**config.mk**
```make
export PLATFORM = sky130hd
export DESIGN_NAME = hcbp_step
export DESIGN_NICKNAME = d
export VERILOG_FILES = /design/src/design/hcbp_pkg.sv /design/src/design/hcbp_step.sv
export SDC_FILE = /design/constraint.sdc
export NUM_CORES = 1
export LEC_CHECK = 0
export ABC_AREA = 1
export BUFFER_PORTS_ARGS = -buffer_cell sky130_fd_sc_hd__buf_2
export CAP_MARGIN = 0
export CORE_MARGIN = 4
export CORE_UTILIZATION = 40
export DETAILED_ROUTE_END_ITERATION = 10
export GPL_TIMING_DRIVEN = 0
export PLACE_DENSITY = 0.79
export SYNTH_ARGS = -nofsm -noshare
export SYNTH_HDL_FRONTEND = slang
export SYNTH_SLANG_ARGS = --single-unit
```
**constraint.sdc**
```tcl
create_clock -name vclk -period 2.79
set_input_delay 0.1395 -clock vclk [all_inputs]
set_output_delay 0.1395 -clock vclk [all_outputs]
set_load 0.02 [all_outputs]
```
**src/design/hcbp_pkg.sv**
```systemverilog
// shared types and constants for the huffman code bit packer
// used by hcbp_table, hcbp_step and huffman_code_bit_packer_unit
// no dependencies
package hcbp_pkg;

	localparam int SYMBOL_COUNT = 256;
	localparam int MAX_CODE_LEN = 32;
	localparam int CODE_LIMIT   = (MAX_CODE_LEN < 32) ? MAX_CODE_LEN : 32;
	localparam int IDX_W        = (SYMBOL_COUNT > 1) ? $clog2(SYMBOL_COUNT) : 1;
	localparam int SYM_W        = 8;
	localparam int WORD_W       = 32;
	localparam int LEN_W        = 6;

	localparam logic [1:0] REQ_LOAD   = 2'd0;
	localparam logic [1:0] REQ_ENCODE = 2'd1;
	localparam logic [1:0] REQ_FLUSH  = 2'd2;

	localparam logic RESULT_BYTE  = 1'b0;
	localparam logic RESULT_ERROR = 1'b1;

	typedef struct packed {
		logic [WORD_W-1:0] word;
		logic [LEN_W-1:0]  len;
	} code_entry_t;

	// packer state seen by the shared step unit
	typedef struct packed {
		logic [6:0]        acc;
		logic [2:0]        cnt;
		logic [WORD_W-1:0] word;
		logic [LEN_W-1:0]  rem;
	} pack_state_t;

	typedef struct packed {
		logic        emit;
		logic [7:0]  out_val;
		logic        last;
		pack_state_t nxt;
	} step_res_t;

	typedef enum logic [2:0] {
		ST_IDLE,
		ST_LOOKUP,
		ST_RUN,
		ST_ERR,
		ST_FLUSH
	} fsm_state_t;

endpackage

```
**src/design/hcbp_step.sv**
```systemverilog
// shared packing step: completes at most one byte per pass and folds
// leftover code bits back into the accumulator; depends on hcbp_pkg
module hcbp_step (
	input  hcbp_pkg::pack_state_t cur,
	output hcbp_pkg::step_res_t   res
);
	import hcbp_pkg::*;

	logic [3:0]        need;
	logic [6:0]        sum;
	logic [LEN_W-1:0]  rem_new;
	logic [WORD_W-1:0] take;
	logic [15:0]       acc_sh;
	logic [7:0]        take_mask;
	logic [7:0]        low_mask;
	logic [15:0]       fold;

	always_comb begin
		need      = 4'd8 - {1'b0, cur.cnt};
		sum       = 7'(cur.rem) + 7'(cur.cnt);
		rem_new   = cur.rem - LEN_W'(need);
		take      = cur.word >> rem_new;
		acc_sh    = 16'(cur.acc) << need;
		take_mask = 8'((9'd1 << need) - 9'd1);
		low_mask  = 8'((9'd1 << rem_new[2:0]) - 9'd1);
		fold      = (16'(cur.acc) << cur.rem[2:0]) |
			16'(cur.word[7:0] & 8'((9'd1 << cur.rem[2:0]) - 9'd1));

		res         = '0;
		res.nxt     = cur;
		if (sum >= 7'd8) begin
			res.emit    = 1'b1;
			res.out_val = acc_sh[7:0] | (take[7:0] & take_mask);
			res.last    = (rem_new < LEN_W'(8));
			if (res.last) begin
				// remaining bits fit below a byte, fold them now
				res.nxt.acc = 7'(cur.word[7:0] & low_mask);
				res.nxt.cnt = rem_new[2:0];
				res.nxt.rem = '0;
			end else begin
				res.nxt.acc = '0;
				res.nxt.cnt = '0;
				res.nxt.rem = rem_new;
			end
		end else begin
			res.nxt.acc = fold[6:0];
			res.nxt.cnt = sum[2:0];
			res.nxt.rem = '0;
		end
	end

endmodule

```
==> results.toml <==
[status]
status = "completed"

[yosys]
synth.top_cell.area_share_pct = 31.6
synth_nets = 723
yosysWarnings = 0
syn_inst = 660
yosysSeqAreaShare_pct = 0
ys_top_cells_by_area = "nand2_1, nand3_1, o21ai_0"
postSynthAreaPerCell_um2 = 4.95
yosysTopAreaCell = "nand2_1"
synth_cell_types = 38
synth_area_um2 = 3270

[floorplanning]
placementRows = 32
dieArea_um2 = 9670
io-pin-count = 106
start_util_pct = 41.6
core_area_um2 = 7850
fp.dieW_um = 98.4
die_y_um = 98.4

[critical_path]
cp_top_family = "buffers and inverters"
cpPeakStageDelay_ns = 0.30
critical_path.slowest_cell = "mux2i_1"
path_cells = "buf_6 > inv_6 > ha_4 > buf_8 > inv_4 > nand2_4 > nand2_4 > ha_4 > buf_6 > buf_2 > mux2i_1 > nand2_1 > nand2_1 > nand2_1 > nand2_1 > nand2_1 > nand3_1 > a21oi_2 > buf_6"
cp.buffers_inverters = 7
worstSetupStartpoint = "cur[38]"
crit_arrival_ns = 2.55
cp-start-kind = "input pin"
cp_common_cell = "nand2_1"
path_max_fanout = 10
critPathRequiredTime_ns = 2.65
crit_path_end_kind = "output port"
crit_type = "input pin to output port"

[sta]
worst_pin_slew_ns = 0.554
hold_viol = 0
finalSetupViolations = 0
fin_crit_sh_pct = 96.5
max_freq_ghz = 0.371
slew_headroom_pct = 63.1
fin_crit_ns = 2.69
fin_worst_hold_slack_ns = 0.595
maxSlewViolCount = 0
fin_ws_ns = 0.0981

[grt]
overflow = 0
grt_pass1_wl_um = 18600
antenna_found_initial = 0
grt_start_max_net_pins = 11
gr-usage-all-layers_pct = 21.9
grt_pass1_vias = 4231

[place]
place_area_um2 = 3950
routabilityCongestion = 1.00
port_buffers = 106
dp_slack_ns = -0.744
post-dp-hpwl_um = 9030

[finish]
seq_cell_count = 0
fin_util_pct = 54.8
fillers = 864
antennaDiodeCount = 0
finalNetCount = 848
design_area_um2 = 4300
seqCellArea_um2 = 0
nClkBuffers = 0
syn_to_final_growth_pct = 31.7
drive_gt1_share_pct = 28.9

[route]
ant_nets = 0
wire_per_inst_um = 13.1
drc = 0
vias = 4811
drt_pass1_iterations = 6
drt-initial-drc-count = 414
via_per_inst = 5.44
routed_wirelength_um = 11600

[pwr]
p_per_area_nw_per_um2 = 338
internal_power_uw = 554
switching_share_pct = 62.0
seqPwrFrac_pct = 0
power_switching_uw = 902
power_frac_comb_pct = 100.0
vdd_drop_max_uv = 167
power_frac_clock_pct = 0
p_leak_nw = 2.45

[clocking]
ctsHoldBuffers = 0

[flow_run]
max-cap-violations = 0

[worst_hold_path]
hp-class = "input pin to output port"
min-delay-start = "cur[13]"
==> layer usage <==
layer | track usage (%) | vias to the layer above | routed length [um]
met4 | 7.04 | 0 | 400
li1 | - | 2376 | -
met2 | 35.1 | 297 | 5250
met1 | 30.8 | 2093 | 4810
met5 | 0 | - | 0
met3 | 2.00 | 45 | 1150
==> per-stage QoR <==
stage / power (mW) / instances / TNS, ns
floorplan: 0.928 / 660 / -0.00482
global placement: 1.26 / 868 / -9.90
detailed placement: 1.26 / 868 / -9.61
CTS: 1.34 / 878 / 0
global route: 1.60 / 885 / -0.0709
finish: 1.46 / 885 / 0
==> worst paths after layout <==
kind                   to  slack [ns]  cells after the start
hold / removal    res[13]        0.60                      3
setup / recovery  res[53]         0.1                     19
==> cell usage after synthesis (all sizes together) (3+ instances only) <==
| cell | n |
|---|---|
| a21oi | 14 |
| buf | 44 |
| clkbuf | 14 |
| clkinv | 3 |
| ha | 14 |
| inv | 53 |
| nand2 | 287 |
| nand3 | 94 |
| nand3b | 3 |
| nor2 | 36 |
| nor3 | 5 |
| o211ai | 7 |
| o21ai | 63 |
| o21bai | 3 |
| or2 | 3 |
==> placed cells by master (no fill, tap or decap), types with 2 or more instances in the layout <==
cell	n
nand2_1	271
buf_2	103
nand3_1	86
buf_4	53
inv_1	44
o21ai_0	44
nor2_1	36
o21ai_1	18
ha_1	12
buf_6	9
nand2_4	8
a21oi_1	8
nand2_2	7
o211ai_1	7
a21oi_2	6
inv_4	5
nand3_2	5
clkbuf_1	5
clkbuf_2	5
nor3_1	4
inv_2	3
buf_8	3
nand3_4	3
nand3b_1	3
or2_2	3
a22oi_1	2
o21bai_1	2
o22ai_1	2
xnor2_1	2
a32oi_1	2
mux2i_1	2
o2111ai_1	2
ha_4	2
==> cell families after synthesis <==
group	synth area share (%)
compound gates	16.9
xor+xnor	0.805
fa+ha+maj	5.98
buf+inv	18.4
mux	0.613
simple gates	57.4
==> layout make-up <==
| cell class | instances | area (um^2) | area share (%) |
|---|---|---|---|
| timing repair buffer | 123 | 732 | 17.0 |
| tap | 102 | 128 | 2.97 |
| inverter | 56 | 238 | 5.53 |
| buffer | 58 | 430 | 10.0 |
| multi-input combinational | 546 | 2770 | 64.5 |
==> power by group through the flow <==
stage	sequential (mW)	clock, mW	combinational [mW]
floorplan	0	0	0.928
global placement	0	0	1.26
detailed placement	0	0	1.26
CTS	0	0	1.34
global route	0	0	1.60
finish	0	0	1.46
==> worst min-delay path, delay by kind of cell <==
family / cells / cell delay, ns
buffers and inverters: 3 / 0.31
==> what timing repair did <==
item / 4_1_cts / 5_1_grt
endpoints found under the setup margin: 22 / 17
buffers inserted: 10 / 6
cloned: 0 / 1
gates resized for setup: 35 / 43
pin swaps: 2 / 5
No activity file was read; power rests on OpenSTA's default activity.
